**config.mk**
```make
export PLATFORM = sky130hd
export DESIGN_NAME = dns_response_a_record_parser
export DESIGN_NICKNAME = d
export VERILOG_FILES = /design/src/rtl/core/dnsap_pkg.sv /design/src/rtl/core/dns_response_a_record_parser.sv /design/src/rtl/core/dnsap_parser.sv
export SDC_FILE = /design/constraint.sdc
export NUM_CORES = 1
export LEC_CHECK = 0
export ABC_AREA = 1
export BUFFER_PORTS_ARGS = -buffer_cell sky130_fd_sc_hd__buf_2
export CAP_MARGIN = 20
export CORE_MARGIN = 2
export CORE_UTILIZATION = 62
export CTS_CLUSTER_SIZE = 30
export DETAILED_ROUTE_END_ITERATION = 8
export PLACE_DENSITY = 0.77
export SLEW_MARGIN = 30
export SYNTH_ARGS = -nofsm -noshare
export SYNTH_HDL_FRONTEND = slang
export SYNTH_SLANG_ARGS = --single-unit
```
**constraint.sdc**
```tcl
create_clock -name i_clk -period 3.55 [get_ports i_clk]
set_input_delay 0 -clock i_clk [delete_from_list [all_inputs] [get_ports i_clk]]
set_output_delay 0 -clock i_clk [all_outputs]
set_load 0.02 [all_outputs]
```
**src/rtl/core/dnsap_pkg.sv**
```systemverilog
`timescale 1ns / 1ps

package dnsap_pkg;

    // One byte of the response packet.
    typedef struct packed {
        logic [7:0] data_byte;
        logic       last_byte;
    } t_in;

    // One parse result.
    typedef struct packed {
        logic [1:0]  status;
        logic [31:0] address;
    } t_out;

    // Outcome of the current byte, handed from the parser to the output stage.
    typedef struct packed {
        logic fire;
        t_out result;
    } t_verdict;

    typedef enum logic [5:0] {
        PH_HEADER = 6'b000001,
        PH_QNAME  = 6'b000010,
        PH_QTAIL  = 6'b000100,
        PH_ANAME  = 6'b001000,
        PH_AFIXED = 6'b010000,
        PH_ADATA  = 6'b100000
    } t_phase;

    localparam logic [1:0] ST_OK       = 2'd0;
    localparam logic [1:0] ST_FORMAT   = 2'd1;
    localparam logic [1:0] ST_NXDOMAIN = 2'd2;
    localparam logic [1:0] ST_SERVFAIL = 2'd3;

    localparam logic [3:0]  HDR_LEN        = 4'd12;
    localparam logic [3:0]  QTAIL_LEN      = 4'd4;
    localparam logic [3:0]  FIXED_LEN      = 4'd10;
    localparam logic [15:0] A_DATA_LEN     = 16'd4;
    localparam logic [15:0] TYPE_A         = 16'd1;
    localparam logic [7:0]  PTR_MASK       = 8'hC0;
    localparam logic [15:0] QR_MASK        = 16'h8000;
    localparam logic [15:0] RCODE_MASK     = 16'h000F;
    localparam logic [15:0] RCODE_NAME_ERR = 16'h0003;

endpackage

```
**src/rtl/core/dns_response_a_record_parser.sv**
```systemverilog
`timescale 1ns / 1ps

// Streaming DNS response parser: takes one packet byte per cycle and gives
// exactly one result per packet (status plus the first A-record IPv4
// address), as soon as the outcome is decided or at the last byte. Every
// byte is handled in the cycle it is accepted, so a new byte can be taken
// on every clock; the result sits in an output register, and input stall
// rises only while that register holds a result the consumer is stalling.
// The expected transaction id is written through the configuration
// channel, which is always ready and must only be used between packets.
module dns_response_a_record_parser (
    input  logic            i_clk,
    input  logic            i_rst_n,
    input  logic            i_valid,
    output logic            o_stall,
    input  dnsap_pkg::t_in  i_data,
    output logic            o_valid,
    input  logic            i_stall,
    output dnsap_pkg::t_out o_data,
    input  logic            i_cfg_valid,
    output logic            o_cfg_ready,
    input  logic [15:0]     i_cfg_data
);
    import dnsap_pkg::*;

    logic [15:0] r_expected_id;
    logic        r_out_valid;
    t_out        r_out_data;
    t_verdict    verdict;
    logic        accept;

    assign o_stall     = r_out_valid & i_stall;
    assign accept      = i_valid & ~o_stall;
    assign o_cfg_ready = 1'b1;

    dnsap_parser u_parser (
        .i_clk         (i_clk),
        .i_rst_n       (i_rst_n),
        .i_accept      (accept),
        .i_data        (i_data),
        .i_expected_id (r_expected_id),
        .o_verdict     (verdict)
    );

    always_ff @(posedge i_clk) begin
        if (!i_rst_n) begin
            r_expected_id <= 16'd0;
        end else if (i_cfg_valid && o_cfg_ready) begin
            r_expected_id <= i_cfg_data;
        end
    end

    // A request is only taken when the output register is empty or draining,
    // so loading it here never drops a pending result.
    always_ff @(posedge i_clk) begin
        if (!i_rst_n) begin
            r_out_valid <= 1'b0;
        end else if (accept) begin
            r_out_valid <= verdict.fire;
        end else if (!i_stall) begin
            r_out_valid <= 1'b0;
        end
    end

    always_ff @(posedge i_clk) begin
        if (accept && verdict.fire) begin
            r_out_data <= verdict.result;
        end
    end

    assign o_valid = r_out_valid;
    assign o_data  = r_out_data;

endmodule

```
**src/rtl/core/dnsap_parser.sv**
```systemverilog
`timescale 1ns / 1ps

module dnsap_parser (
    input  logic               i_clk,
    input  logic               i_rst_n,
    input  logic               i_accept,
    input  dnsap_pkg::t_in     i_data,
    input  logic [15:0]        i_expected_id,
    output dnsap_pkg::t_verdict o_verdict
);
    import dnsap_pkg::*;

    t_phase      r_phase,        n_phase;
    logic [3:0]  r_field_count,  n_field_count;
    logic [15:0] r_header_flags, n_header_flags;
    logic [15:0] r_questions_left, n_questions_left;
    logic [15:0] r_answers_left, n_answers_left;
    logic [15:0] r_skip_left,    n_skip_left;
    logic [15:0] r_record_type,  n_record_type;
    logic [15:0] r_data_length,  n_data_length;
    logic [31:0] r_address_acc,  n_address_acc;
    logic        r_decided,      n_decided;
    logic [15:0] r_received_id,  n_received_id;

    logic        name_end;
    logic [3:0]  name_fc;
    logic [15:0] name_skip;
    logic [15:0] ans_dec;
    logic [15:0] skip_dec;
    logic [15:0] q_dec;
    logic [3:0]  fc_inc;
    logic        is_a;
    logic        fire;
    logic [1:0]  status;
    logic [31:0] address;

    assign ans_dec  = r_answers_left - 16'd1;
    assign skip_dec = r_skip_left - 16'd1;
    assign q_dec    = r_questions_left - 16'd1;
    assign fc_inc   = r_field_count + 4'd1;
    assign is_a     = (r_record_type == TYPE_A) && (r_data_length == A_DATA_LEN);

    // Name walker shared by question and answer names. A pending pointer
    // second byte always ends the name; otherwise label bytes are skipped.
    always_comb begin
        name_end  = 1'b0;
        name_fc   = r_field_count;
        name_skip = r_skip_left;
        if (r_field_count == 4'd1) begin
            name_fc  = 4'd0;
            name_end = 1'b1;
        end else if (r_skip_left != 16'd0) begin
            name_skip = skip_dec;
        end else if (i_data.data_byte == 8'd0) begin
            name_end = 1'b1;
        end else if ((i_data.data_byte & PTR_MASK) == PTR_MASK) begin
            name_fc = 4'd1;
        end else begin
            name_skip = {8'd0, i_data.data_byte};
        end
    end

    always_comb begin
        n_phase          = r_phase;
        n_field_count    = r_field_count;
        n_header_flags   = r_header_flags;
        n_questions_left = r_questions_left;
        n_answers_left   = r_answers_left;
        n_skip_left      = r_skip_left;
        n_record_type    = r_record_type;
        n_data_length    = r_data_length;
        n_address_acc    = r_address_acc;
        n_decided        = r_decided;
        n_received_id    = r_received_id;
        fire             = 1'b0;
        status           = ST_FORMAT;
        address          = 32'd0;

        if (!r_decided) begin
            unique case (r_phase)
                PH_HEADER: begin
                    case (r_field_count) inside
                        4'd0, 4'd1: n_received_id = {r_received_id[7:0], i_data.data_byte};
                        4'd2, 4'd3: n_header_flags = {r_header_flags[7:0], i_data.data_byte};
                        4'd4, 4'd5:
                            n_questions_left = {r_questions_left[7:0], i_data.data_byte};
                        4'd6, 4'd7: n_answers_left = {r_answers_left[7:0], i_data.data_byte};
                        default: ;
                    endcase
                    n_field_count = fc_inc;
                    // The last header byte carries none of the checked fields,
                    // so the stored values are already complete here.
                    if (fc_inc >= HDR_LEN) begin
                        n_field_count = 4'd0;
                        if ((r_received_id != i_expected_id) ||
                            ((r_header_flags & QR_MASK) == 16'd0)) begin
                            fire   = 1'b1;
                            status = ST_FORMAT;
                        end else if ((r_header_flags & RCODE_MASK) == RCODE_NAME_ERR) begin
                            fire   = 1'b1;
                            status = ST_NXDOMAIN;
                        end else if ((r_header_flags & RCODE_MASK) != 16'd0) begin
                            fire   = 1'b1;
                            status = ST_SERVFAIL;
                        end else if (r_answers_left == 16'd0) begin
                            fire   = 1'b1;
                            status = ST_NXDOMAIN;
                        end else begin
                            n_phase     = (r_questions_left == 16'd0) ? PH_ANAME : PH_QNAME;
                            n_skip_left = 16'd0;
                        end
                    end
                end
                PH_QNAME: begin
                    n_field_count = name_fc;
                    n_skip_left   = name_skip;
                    if (name_end) begin
                        n_phase       = PH_QTAIL;
                        n_field_count = 4'd0;
                    end
                end
                PH_QTAIL: begin
                    n_field_count = fc_inc;
                    if (fc_inc >= QTAIL_LEN) begin
                        n_field_count    = 4'd0;
                        n_skip_left      = 16'd0;
                        n_questions_left = q_dec;
                        n_phase          = (q_dec == 16'd0) ? PH_ANAME : PH_QNAME;
                    end
                end
                PH_ANAME: begin
                    n_field_count = name_fc;
                    n_skip_left   = name_skip;
                    if (name_end) begin
                        n_phase       = PH_AFIXED;
                        n_field_count = 4'd0;
                    end
                end
                PH_AFIXED: begin
                    case (r_field_count) inside
                        4'd0, 4'd1: n_record_type = {r_record_type[7:0], i_data.data_byte};
                        4'd8, 4'd9: n_data_length = {r_data_length[7:0], i_data.data_byte};
                        default: ;
                    endcase
                    n_field_count = fc_inc;
                    if (fc_inc >= FIXED_LEN) begin
                        n_field_count = 4'd0;
                        n_address_acc = 32'd0;
                        if (n_data_length == 16'd0) begin
                            n_answers_left = ans_dec;
                            if (ans_dec == 16'd0) begin
                                fire   = 1'b1;
                                status = ST_NXDOMAIN;
                            end else begin
                                n_phase     = PH_ANAME;
                                n_skip_left = 16'd0;
                            end
                        end else begin
                            n_phase     = PH_ADATA;
                            n_skip_left = n_data_length;
                        end
                    end
                end
                PH_ADATA: begin
                    if (is_a) begin
                        n_address_acc = {r_address_acc[23:0], i_data.data_byte};
                    end
                    n_skip_left = skip_dec;
                    if (skip_dec == 16'd0) begin
                        if (is_a) begin
                            fire    = 1'b1;
                            status  = ST_OK;
                            address = n_address_acc;
                        end else begin
                            n_answers_left = ans_dec;
                            if (ans_dec == 16'd0) begin
                                fire   = 1'b1;
                                status = ST_NXDOMAIN;
                            end else begin
                                n_phase       = PH_ANAME;
                                n_field_count = 4'd0;
                                n_skip_left   = 16'd0;
                            end
                        end
                    end
                end
                default: begin
                    fire   = 1'b1;
                    status = ST_FORMAT;
                end
            endcase

            // A packet that ends before an outcome is malformed.
            if (!fire && i_data.last_byte) begin
                fire   = 1'b1;
                status = ST_FORMAT;
            end
            if (fire) begin
                n_decided = 1'b1;
            end
        end

        if (i_data.last_byte) begin
            n_phase          = PH_HEADER;
            n_field_count    = 4'd0;
            n_header_flags   = 16'd0;
            n_questions_left = 16'd0;
            n_answers_left   = 16'd0;
            n_skip_left      = 16'd0;
            n_record_type    = 16'd0;
            n_data_length    = 16'd0;
            n_address_acc    = 32'd0;
            n_decided        = 1'b0;
            n_received_id    = 16'd0;
        end
    end

    always_ff @(posedge i_clk) begin
        if (!i_rst_n) begin
            r_phase          <= PH_HEADER;
            r_field_count    <= 4'd0;
            r_header_flags   <= 16'd0;
            r_questions_left <= 16'd0;
            r_answers_left   <= 16'd0;
            r_skip_left      <= 16'd0;
            r_record_type    <= 16'd0;
            r_data_length    <= 16'd0;
            r_address_acc    <= 32'd0;
            r_decided        <= 1'b0;
            r_received_id    <= 16'd0;
        end else if (i_accept) begin
            r_phase          <= n_phase;
            r_field_count    <= n_field_count;
            r_header_flags   <= n_header_flags;
            r_questions_left <= n_questions_left;
            r_answers_left   <= n_answers_left;
            r_skip_left      <= n_skip_left;
            r_record_type    <= n_record_type;
            r_data_length    <= n_data_length;
            r_address_acc    <= n_address_acc;
            r_decided        <= n_decided;
            r_received_id    <= n_received_id;
        end
    end

    assign o_verdict.fire           = fire;
    assign o_verdict.result.status  = status;
    assign o_verdict.result.address = (status == ST_OK) ? address : 32'd0;

endmodule
```
Yosys cells after proc, flatten, opt, wreduce, memory -nomap -nowiden
Index checks and enable logic that the tools add are counted.

Memories kept: 0. Memory bits (read-only): 0. Bits in registers: 206. Latch bits: 0. Bits in writable memories: 0. Output and inout bits: 37. Bits of input ports: 30.

Div/mod/pow operators: 0. $mul: 0. Shifts and indexed selects: 0. $lt $le $gt $ge: 3. Reductions and logical operators: 44. Mux-type cells: 130. Bitwise logic cells: 7. Add/sub/neg operators: 4. Equal/unequal tests: 48.

Operator list (count): two-way mux 16 bit (54); two-way mux 32 bit (4); zero test 16 bit (7); two-way mux 6 bit (15); case mux 16 bit (5 select lines) (1); case mux 32 bit (2 select lines) (1); two-way mux 4 bit (15); case mux 16 bit (3 select lines) (1); subtractor 16 x 1 -> 16 bit (second input constant) (3); != test 3 bit (second input constant) (12); case mux 6 bit (6 select lines) (1); case mux 16 bit (2 select lines) (1); nonzero test 16 bit (2); AND reduction 14 bit (2); two-way mux 2 bit (12); two-way mux 1 bit (22); != test 3 x 2 -> 1 bit (second input constant) (7); case mux 4 bit (5 select lines) (1); == test 16 x 1 -> 1 bit (second input constant) (1); == test 16 x 3 -> 1 bit (second input constant) (1); == test 4 x 3 -> 1 bit (second input constant) (4); != test 16 bit (1); == test 4 x 2 -> 1 bit (second input constant) (3); AND reduction 4 bit (3); 41 further kinds (62).

Logic depth before layout (Yosys ltp)
Gate-level depths: netlist (run 1).

Depth after elaboration: 18. Mapped depth: 20. Gate-level depth less buffers: 18.

Cells and area by module
Synthesis (run 1) repeated with hierarchy kept, for this count alone.

Cell total of the unflattened synthesis: 1631. Area total of the unflattened synthesis: 10910.5 µm².

By module, submodules not included: dnsap_parser (instances 1, area each 9273.9 µm², cells an instance 1517); dns_response_a_record_parser (instances 1, area each 1636.6 µm², cells an instance 114).

Worst setup path after synthesis (run 1)
No wires, ideal clock.

Path type: register to register. Start point: reg u_parser.r_field_count[0]. End point: reg r_out_data (netlist bit o_data[0]) (enable). Arrival time: 2.598 ns. Setup time: 0.389 ns. Setup slack: 0.564 ns. Clock period less this slack: 2.986 ns. Stages on the path, launching flop included: 17. Path buffers: 1. Required time: 3.161 ns. Cells stage by stage: dfxtp_1 -> inv_1 -> ha_1 -> inv_1 -> nand2_2 -> nand2_2 -> buf_6 -> nand2_1 -> o21ai_1 -> nand2_1 -> nor3_1 -> nand2_1 -> nor2_4 -> nand4_1 -> nand4_1 -> nand3_1 -> inv_1.

Longest elaborated chain between the ends: 17. Elaborated cells on any way between the ends: 25.

RTL lines: start: declaration (line dnsap_parser.sv:14) `logic [3:0] r_field_count, n_field_count;`; start signal: assignment (line dnsap_parser.sv:233) `r_field_count <= n_field_count;`; == test 4 bit (no line); OR reduction 2 bit (line dnsap_parser.sv:140) `case (r_field_count) inside`; two-way mux 16 bit (2 in a row) (line dnsap_parser.sv:140); two-way mux 16 bit (line dnsap_parser.sv:80) `unique case (r_phase)`; two-way mux 16 bit (line dnsap_parser.sv:79) `if (!r_decided) begin`; zero test 16 bit (line dnsap_parser.sv:149) `if (n_data_length == 16'd0) begin`; two-way mux 1 bit (line dnsap_parser.sv:149); two-way mux 1 bit (line dnsap_parser.sv:146) `if (fc_inc >= FIXED_LEN) begin`; case mux 1 bit (4 select lines) * (line dnsap_parser.sv:80); two-way mux 1 bit * (line dnsap_parser.sv:79); zero test 1 bit (line dnsap_parser.sv:194) `if (!fire && i_data.last_byte) begin`; logical AND 1 bit (line dnsap_parser.sv:194); two-way mux 1 bit * (line dnsap_parser.sv:194); two-way mux 1 bit * (2 in a row) (line dnsap_parser.sv:79); logical AND 1 bit * (line dns_response_a_record_parser.sv:66) `if (accept && verdict.fire) begin`; end signal: assignment (line dns_response_a_record_parser.sv:67) `r_out_data <= verdict.result;`; end: declaration (line dns_response_a_record_parser.sv:28) `t_out r_out_data;`.

Mark *: on every way between the ends. The rest lies on a longest branch, timed or not. The select of a mux whose other input is x is not followed. A chain may end at the register's enable or synchronous reset.

Worst setup path in the final report (run 1)
Start point: reg u_parser.r_field_count[0]. End point: reg r_out_data (netlist bit o_data[30]) (data pin).

Longest elaborated chain between the ends: 18. Elaborated cells on any way between the ends: 30.

RTL lines: == test 4 bit (no line); OR reduction 2 bit (line dnsap_parser.sv:140); two-way mux 16 bit (2 in a row) (line dnsap_parser.sv:140); two-way mux 16 bit (line dnsap_parser.sv:80); two-way mux 16 bit (line dnsap_parser.sv:79); zero test 16 bit (line dnsap_parser.sv:149); two-way mux 1 bit (line dnsap_parser.sv:149); two-way mux 1 bit (line dnsap_parser.sv:146); case mux 1 bit (4 select lines) (line dnsap_parser.sv:80); two-way mux 1 bit (line dnsap_parser.sv:79); zero test 1 bit (line dnsap_parser.sv:194); logical AND 1 bit (line dnsap_parser.sv:194); two-way mux 2 bit * (line dnsap_parser.sv:194); two-way mux 2 bit * (line dnsap_parser.sv:79); zero test 2 bit * (line dnsap_parser.sv:248) `assign o_verdict.result.address = (status == ST_OK) ? address : 32'd0;`; inverter 1 bit (no line) *; OR reduction 5 bit (no line) *.

Marks and branches as above.

==> results of run 1 <==
## routing by layer
| metal | wire [um] | up-vias |
|---|---|---|
| met5 | 0 | - |
| met4 | 610 | 0 |
| met3 | 2193 | 54 |
| met2 | 14330 | 430 |
| met1 | 13690 | 5113 |
| li1 | - | 5548 |
## power breakdown
| part | leakage [nW] | total, mW | switching (mW) | internal (mW) |
|---|---|---|---|---|
| Sequential | 1.65 | 2.59 | 0.153 | 2.44 |
| Combinational | 3.12 | 1.86 | 1.28 | 0.579 |
| Clock | 0.298 | 1.99 | 1.02 | 0.973 |
## flip-flops by register name, summed over array words and instances (netlist names)
name                       flops
u_parser.r_field_count         4
u_parser.r_record_type        16
u_parser.r_address_acc        32
u_parser.r_header_flags        6
u_parser.r_data_length        16
u_parser.r_questions_left     16
o_valid                        1
o_data                        34
r_expected_id                 16
u_parser.r_received_id        16
u_parser.r_decided             1
u_parser.r_answers_left       16
u_parser.r_phase               6
u_parser.r_skip_left          16
## cells by family (layout without fill, tap and decap cells)
logic type,after synthesis,in the layout,share of synthesized area
compound gates,324,324,0.1615
other cells,1,1,0.0003397
mux,1,1,0.0009067
xor+xnor,30,30,0.02380
flops,196,196,0.3862
simple gates,852,852,0.3274
fa+ha+maj,10,10,0.01133
buf+inv,244,316,0.08851
## worst min-delay path by stage
stage	start	endpoint	cells after the start
final	i_data[2]	u_parser.r_skip_left[1]	5
after global routing	i_data[3]	u_parser.r_skip_left[2]	5
after CTS	i_data[2]	u_parser.r_skip_left[1]	5
after detailed placement	i_cfg_data[5]	r_expected_id[5]	3
after global placement	i_cfg_data[14]	r_expected_id[14]	3
after floorplan	i_cfg_data[15]	r_expected_id[15]	2
## cells in the final DEF (no fill, tap or decap), types with 34 or more instances in the layout
cell type,instances
a21oi_1,165
buf_2,65
dfxtp_1,162
edfxtp_1,34
inv_1,150
nand2_1,340
nand3_1,85
nor2_1,308
nor3_1,51
o21ai_0,71
## critical path: stages, from the launching register on
cell and delay [ns]:
dfxtp_1 0.41, inv_1 0.12, ha_1 0.21, inv_1 0.07, nand2_2 0.10, nand2_4 0.29, nand2_1 0.11, o21ai_1 0.18
nand2_1 0.09, nor3_1 0.13, nand2_1 0.11, nor2_4 0.22, inv_2 0.05, nor2_2 0.12, nand3_1 0.08, nand2_1 0.10
o21bai_2 0.09, nand2_4 0.30, nor2_1 0.08
## timing repair
| action | in CTS | in global routing |
|---|---|---|
| resized for setup | 0 | 1 |
| endpoints found under the hold margin | 18 | 0 |
| setup endpoints to repair | 0 | 32 |
| hold buffers | 28 | 0 |
## synthesized netlist by cell type (8+ instances only)
master,instances,area (um^2)
nand3_1,85,425.4
inv_1,151,566.8
a21oi_1,165,825.8
xor2_1,21,183.9
nor3_1,51,255.2
a22oi_1,10,75.07
ha_1,10,125.1
nand4_1,25,156.4
nor2_2,9,56.30
a211oi_1,13,97.59
edfxtp_1,34,1021
dfxtp_1,162,3243
o21ai_1,24,120.1
nor2_1,308,1156
o22ai_1,12,75.07
xnor2_1,9,78.83
inv_2,18,67.56
nor4_1,8,50.05
o21ai_0,71,355.3
clkbuf_1,57,214.0
nand2_1,340,1276
## layout make-up
class	count	area, um^2	area share
Sequential cell	196	4264	0.3440
Clock buffer	17	425.4	0.03432
Multi-Input combinational cell	1218	5804	0.4683
Inverter	173	654.4	0.05279
Timing Repair Buffer	111	765.7	0.06177
Clock inverter	15	200.2	0.01615
Tap cell	225	281.5	0.02271
## stage by stage
stage               cells  hold WS (ns)
detailed placement   1895        0.2279
global placement     1895        0.2208
finish               1955       0.01446
floorplan            1658        0.1349
CTS                  1955     0.0002030
global route         1955       0.06180
==> key figures, run 1 <==
Timing
  • Setup TNS: 0 ns
  • Worst-margin pin slew: 0.8647 ns
  • RSZ-0062 raised after global routing: no
  • Max-slew headroom: 0.4219
  • Final setup margin: 0.4053 ns
  • Final min period: 3.145 ns
  • # setup viols final: 0
  • Crit share post-route: 0.8858
  • Final Max Tran Viols: 0
  • Hold Vio Cnt, Final: 0
  • Worst clock skew: 0.01602 ns
  • Fmax: 318.0 MHz

Floorplanning
  • Die area: 18,890 um^2
  • Die width: 137.4 um
  • # rows: 48
  • Initial Utilization: 0.6361
  • Chip height: 137.4 um
  • Core Area: approximately 17,000 um^2
  • IO Count: 67

Pwr
  • Pleak: 5.069 nW
  • Pwr Density: between 500 and 600 nW/um^2
  • Worst vdd ir: 0.0003712 V
  • PnR Total Power: between 6 and 7 mW

Global route
  • Initial antenna violation count: 0
  • Grt met1 use: 0.4471
  • Largest net degree at the start of global routing: 66
  • Layer with the highest usage: met2
  • Global-route wire length before repair: 49,150 um
  • Grt ovf: 0
  • Met3 Resource Use GR: 0.05666
  • Vias in the first global route: 9,979
  • M2 GR Usage: 0.5384
  • GR Util All Layers: 0.3287

Finish
  • Fillers: 1,501
  • N_diodes: 0
  • Share of layout cells above drive strength 1: 0.09711
  • Final net count: 1,757
  • Final core utilization: 0.7142
  • Cell area after layout: 12,400 um^2
  • Layout area overhead: 12.27%

Worst hold path
  • Hold WC Path Type: primary input to flip-flop

Route
  • DR vias/cell: between 5 and 6
  • DRT antenna net count: 0
  • TritonRoute pass-1 iters: 6
  • WL final: 30,830 um
  • Starting DRT DRC Count: roughly 970
  • Via count: 11.15k
  • Post-route DRC: 0
  • Routed wire per std cell: 15.77 um

Worst setup path
  • Worst Setup Start Kind: flip-flop
  • Crit. End Element: flip-flop
  • Critical Path Source: u_parser.r_field_count[0]
  • Critical Setup Path Class: flip-flop to flip-flop
  • R2r endpoint: o_data[30]
  • R2R cell count: 18
  • Critical Path Sink: o_data[30]
  • Reg-to-reg startpoint: u_parser.r_field_count[0]
  • Worst-path fanout max: 32
  • Worst EP required: 3.73 ns
  • CP arrival: about 3.3 ns
  • FF-to-FF setup slack: 0.41 ns

Placed design
  • DP HPWL: about 21,000 um
  • Dpl cell area: 11,480 um^2
  • Routability Congestion: 0.9859
  • Port-buffer cells: 65
  • Pre-CTS WS: 0.2701 ns

Run
  • Total of max-cap violations: 0

Yosys
  • Flops & latches, synth: 196
  • Prevailing post-synth register cell: dfxtp_1
  • Ys Warns: 0
  • Avg Cell Area, Syn: 6.659 um^2
  • Syn Std Cell Area: 11,040 um^2
  • EDFF count, synth: 34
  • Register area share after synthesis: 0.3862
  • Mapped Nets: between 1.5k and 2k
  • Distinct cells, synth: between 50 and 60
  • Ys async rst share: 0
  • Cells after Synth: 1,658

Run status
  • Status: complete, no violations

Clock network
  • Root buffer cell: clkbuf_16
  • Clk sinks: roughly 200
  • Clock transition at path regs: 0.08 ns
  • Number of H-tree levels: 4
  • CTS tree: done
  • Setup repair bufs after CTS: 0
  • Num CTS Buffers: 17
  • CTS max path bufs: 2
  • Clk_lat worst skew: approximately 0.45 ns
Note: power is estimated with default switching activity, not from simulation.
==> run 2: changes to the inputs <==
--- a/config.mk
+++ b/config.mk
@@ -6,7 +6,7 @@
 export NUM_CORES = 1
 export LEC_CHECK = 0
 export ABC_AREA = 1
-export BUFFER_PORTS_ARGS = -buffer_cell sky130_fd_sc_hd__buf_2
+export BUFFER_PORTS_ARGS = -buffer_cell sky130_fd_sc_hd__buf_4
 export CAP_MARGIN = 20
 export CORE_MARGIN = 2
 export CORE_UTILIZATION = 62
==> key figures, run 2 (same netlist as run 1, synthesis figures left out) <==
Run status
  • Status: complete, no violations

Global route
  • Vias in the first global route: 10.01k
  • Initial antenna violation count: 0
  • Largest net degree at the start of global routing: 59
  • Grt ovf: 0
  • Global-route wire length before repair: 48,870 um
  • GR Util All Layers: 0.3273

Clock network
  • Clock transition at path regs: 0.07 ns
  • CTS tree: done
  • Clk_lat worst skew: between 0.4 and 0.5 ns
  • Root buffer cell: clkbuf_16
  • Number of H-tree levels: 4
  • Setup repair bufs after CTS: 0
  • Num CTS Buffers: 17
  • CTS max path bufs: 2
  • Clk sinks: 196

Timing
  • # setup viols final: 0
  • Hold Vio Cnt, Final: 0
  • Fmax: 319.5 MHz
  • RSZ-0062 raised after global routing: no
  • Max-slew headroom: 0.4217
  • Final setup margin: 0.4199 ns
  • Final min period: 3.130 ns
  • Worst-margin pin slew: 0.8643 ns
  • Worst clock skew: 0.01101 ns
  • Setup TNS: 0 ns
  • Crit share post-route: 0.8817
  • Final Max Tran Viols: 0

Route
  • DR vias/cell: between 5 and 6
  • Starting DRT DRC Count: 1,102
  • Routed wire per std cell: 15.65 um
  • Post-route DRC: 0
  • WL final: 30,560 um
  • DRT antenna net count: 0
  • TritonRoute pass-1 iters: 6
  • Via count: between 10k and 15k

Placed design
  • Routability Congestion: 0.9743
  • Dpl cell area: 11,620 um^2
  • DP HPWL: 21,170 um
  • Dpl cells: 1,892
  • Port-buffer cells: 65
  • Pre-CTS WS: 0.3558 ns

Worst setup path
  • Crit path max-delay family: simple AND/OR/NAND/NOR gates
  • Critical Setup Path Class: flip-flop to flip-flop
  • Worst-path fanout max: 32
  • Slowest stage cell on the critical path: dfxtp_1
  • CP arrival: 3.31 ns
  • Reg-to-reg startpoint: u_parser.r_field_count[0]
  • Worst path buffer plus inverter count: 3
  • Crit. End Element: flip-flop
  • R2R cell count: 18
  • Worst Setup Start Kind: flip-flop
  • Critical Path Most Common Cell: nand2_1
  • R2r endpoint: o_data[10]
  • FF-to-FF setup slack: 0.42 ns
  • CP cell instances: inv_1 -> ha_1 -> inv_1 -> nand2_2 -> nand2_4 -> nand2_1 -> o21ai_1 -> nand2_1 -> nor2_1 -> nand3_1 -> nor2_4 -> inv_2 -> nor2_2 -> nand3_1 -> nand2_1 -> o21bai_2 -> nand2_4 -> nor2_1
  • CP max stage delay: 0.40 ns
  • Worst EP required: between 3 and 4 ns

Pwr
  • Clock Power Share: 0.303
  • Pint: 4.058 mW
  • Pleak: 5.098 nW
  • NetSw: 2.361 mW
  • Pwr Density: 513.3 nW/um^2
  • Switching share of power: 0.3678
  • Flop pwr share: 0.404
  • Gate power share: 0.293
  • Worst vdd ir: 0.0003817 V

Worst hold path
  • Hold WC Path Type: primary input to flip-flop
  • Hold path startpoint: i_rst_n
  • Hold Path End: u_parser.r_answers_left[15]
  • Hold Crit Depth: 3

Floorplanning
  • Die width: ~140 um
  • # rows: 48
  • Chip height: 137.4 um
  • Initial Utilization: 0.6361
  • Core Area: 17,360 um^2
  • Die area: 18,890 um^2
  • IO Count: 67

Finish
  • N_diodes: 0
  • Cell area after layout: ~13,000 um^2
  • Final core utilization: 0.7204
  • Final non-filler cell total: 1,953
  • Final net count: 1,755
  • Fillers: 1,504
  • Commonest non-fill, non-tap cell in the layout: nand2_1
  • Share of layout cells above drive strength 1: 0.09433
  • Max reg flops: 34
  • Most frequent cells in the layout: nand2_1, nor2_1, a21oi_1
  • Layout area overhead: 13.26%

Run
  • Total of max-cap violations: 0
[run 2: cell count changes in the layout (fill, tap and decap cells not counted), sizes merged]
cell,before,now
buf,83,80
bufinv,0,1
clkbuf,17,18
clkinv,12,8
dlygate4sd3,28,29
inv,175,177
[run 2: worst max-delay path by stage]
| stage | startpoint | to | slack (ns) | cells after the start |
|---|---|---|---|---|
| final | u_parser.r_field_count[0] | o_data[10] | 0.42 | 18 |
| after global routing | u_parser.r_field_count[0] | o_data[28] | 0.06 | 18 |
| after CTS | u_parser.r_field_count[0] | o_data[10] | 0.30 | 18 |
| after detailed placement | u_parser.r_field_count[0] | o_data[10] | 0.36 | 18 |
| after global placement | u_parser.r_field_count[0] | o_data[17] | 0.49 | 18 |
| after floorplan | u_parser.r_field_count[0] | o_data[0] | 0.56 | 16 |
[run 2: final cells by class]
type                       count  area (um^2)  share of cell area
multi-input combinational   1218         5804              0.4642
inverter                     173        651.9             0.05213
timing repair buffer         109        915.9             0.07324
sequential                   196         4264              0.3410
clock inverter                14        157.7             0.01261
tap                          225        281.5             0.02251
clock buffer                  18        429.2             0.03432
[run 2: power by group through the flow]
stage                     Sequential (mW)  Clock [mW]  Combinational (mW)
final                                2.59        1.95                1.88
after detailed placement             2.64           0                1.81
after CTS                            2.59        1.97                1.85
after floorplan                      2.65           0                1.32
after global placement               2.63           0                1.79
after global routing                 2.61        2.05                2.12
[run 2: tightest hold or removal path, stage by stage]
cell and delay, ns:
buf_4 0.28, nand2_1 0.13, nor2_1 0.03
[run 2: stage by stage]
stage,hold WS (ns),power (mW)
detailed placement,0.2313,4.451
global route,0.05481,6.781
global placement,0.2236,4.428
CTS,0.02226,6.412
finish,0.03659,6.419
floorplan,0.1349,3.973
[run 2: per-layer routing]
layer  vias up  GRT usage  share of wire
li1       5560          -              -
met2       434     0.5299           0.46
met3        64    0.05850          0.076
met4         0     0.1100          0.025
met1      5111     0.4426           0.44
met5         -          0              0
[run 2: what timing repair did]
action,CTS,global route
resized for setup,0,1
hold endpoints to repair,19,0
hold buffers,29,0
setup endpoints to repair,0,69
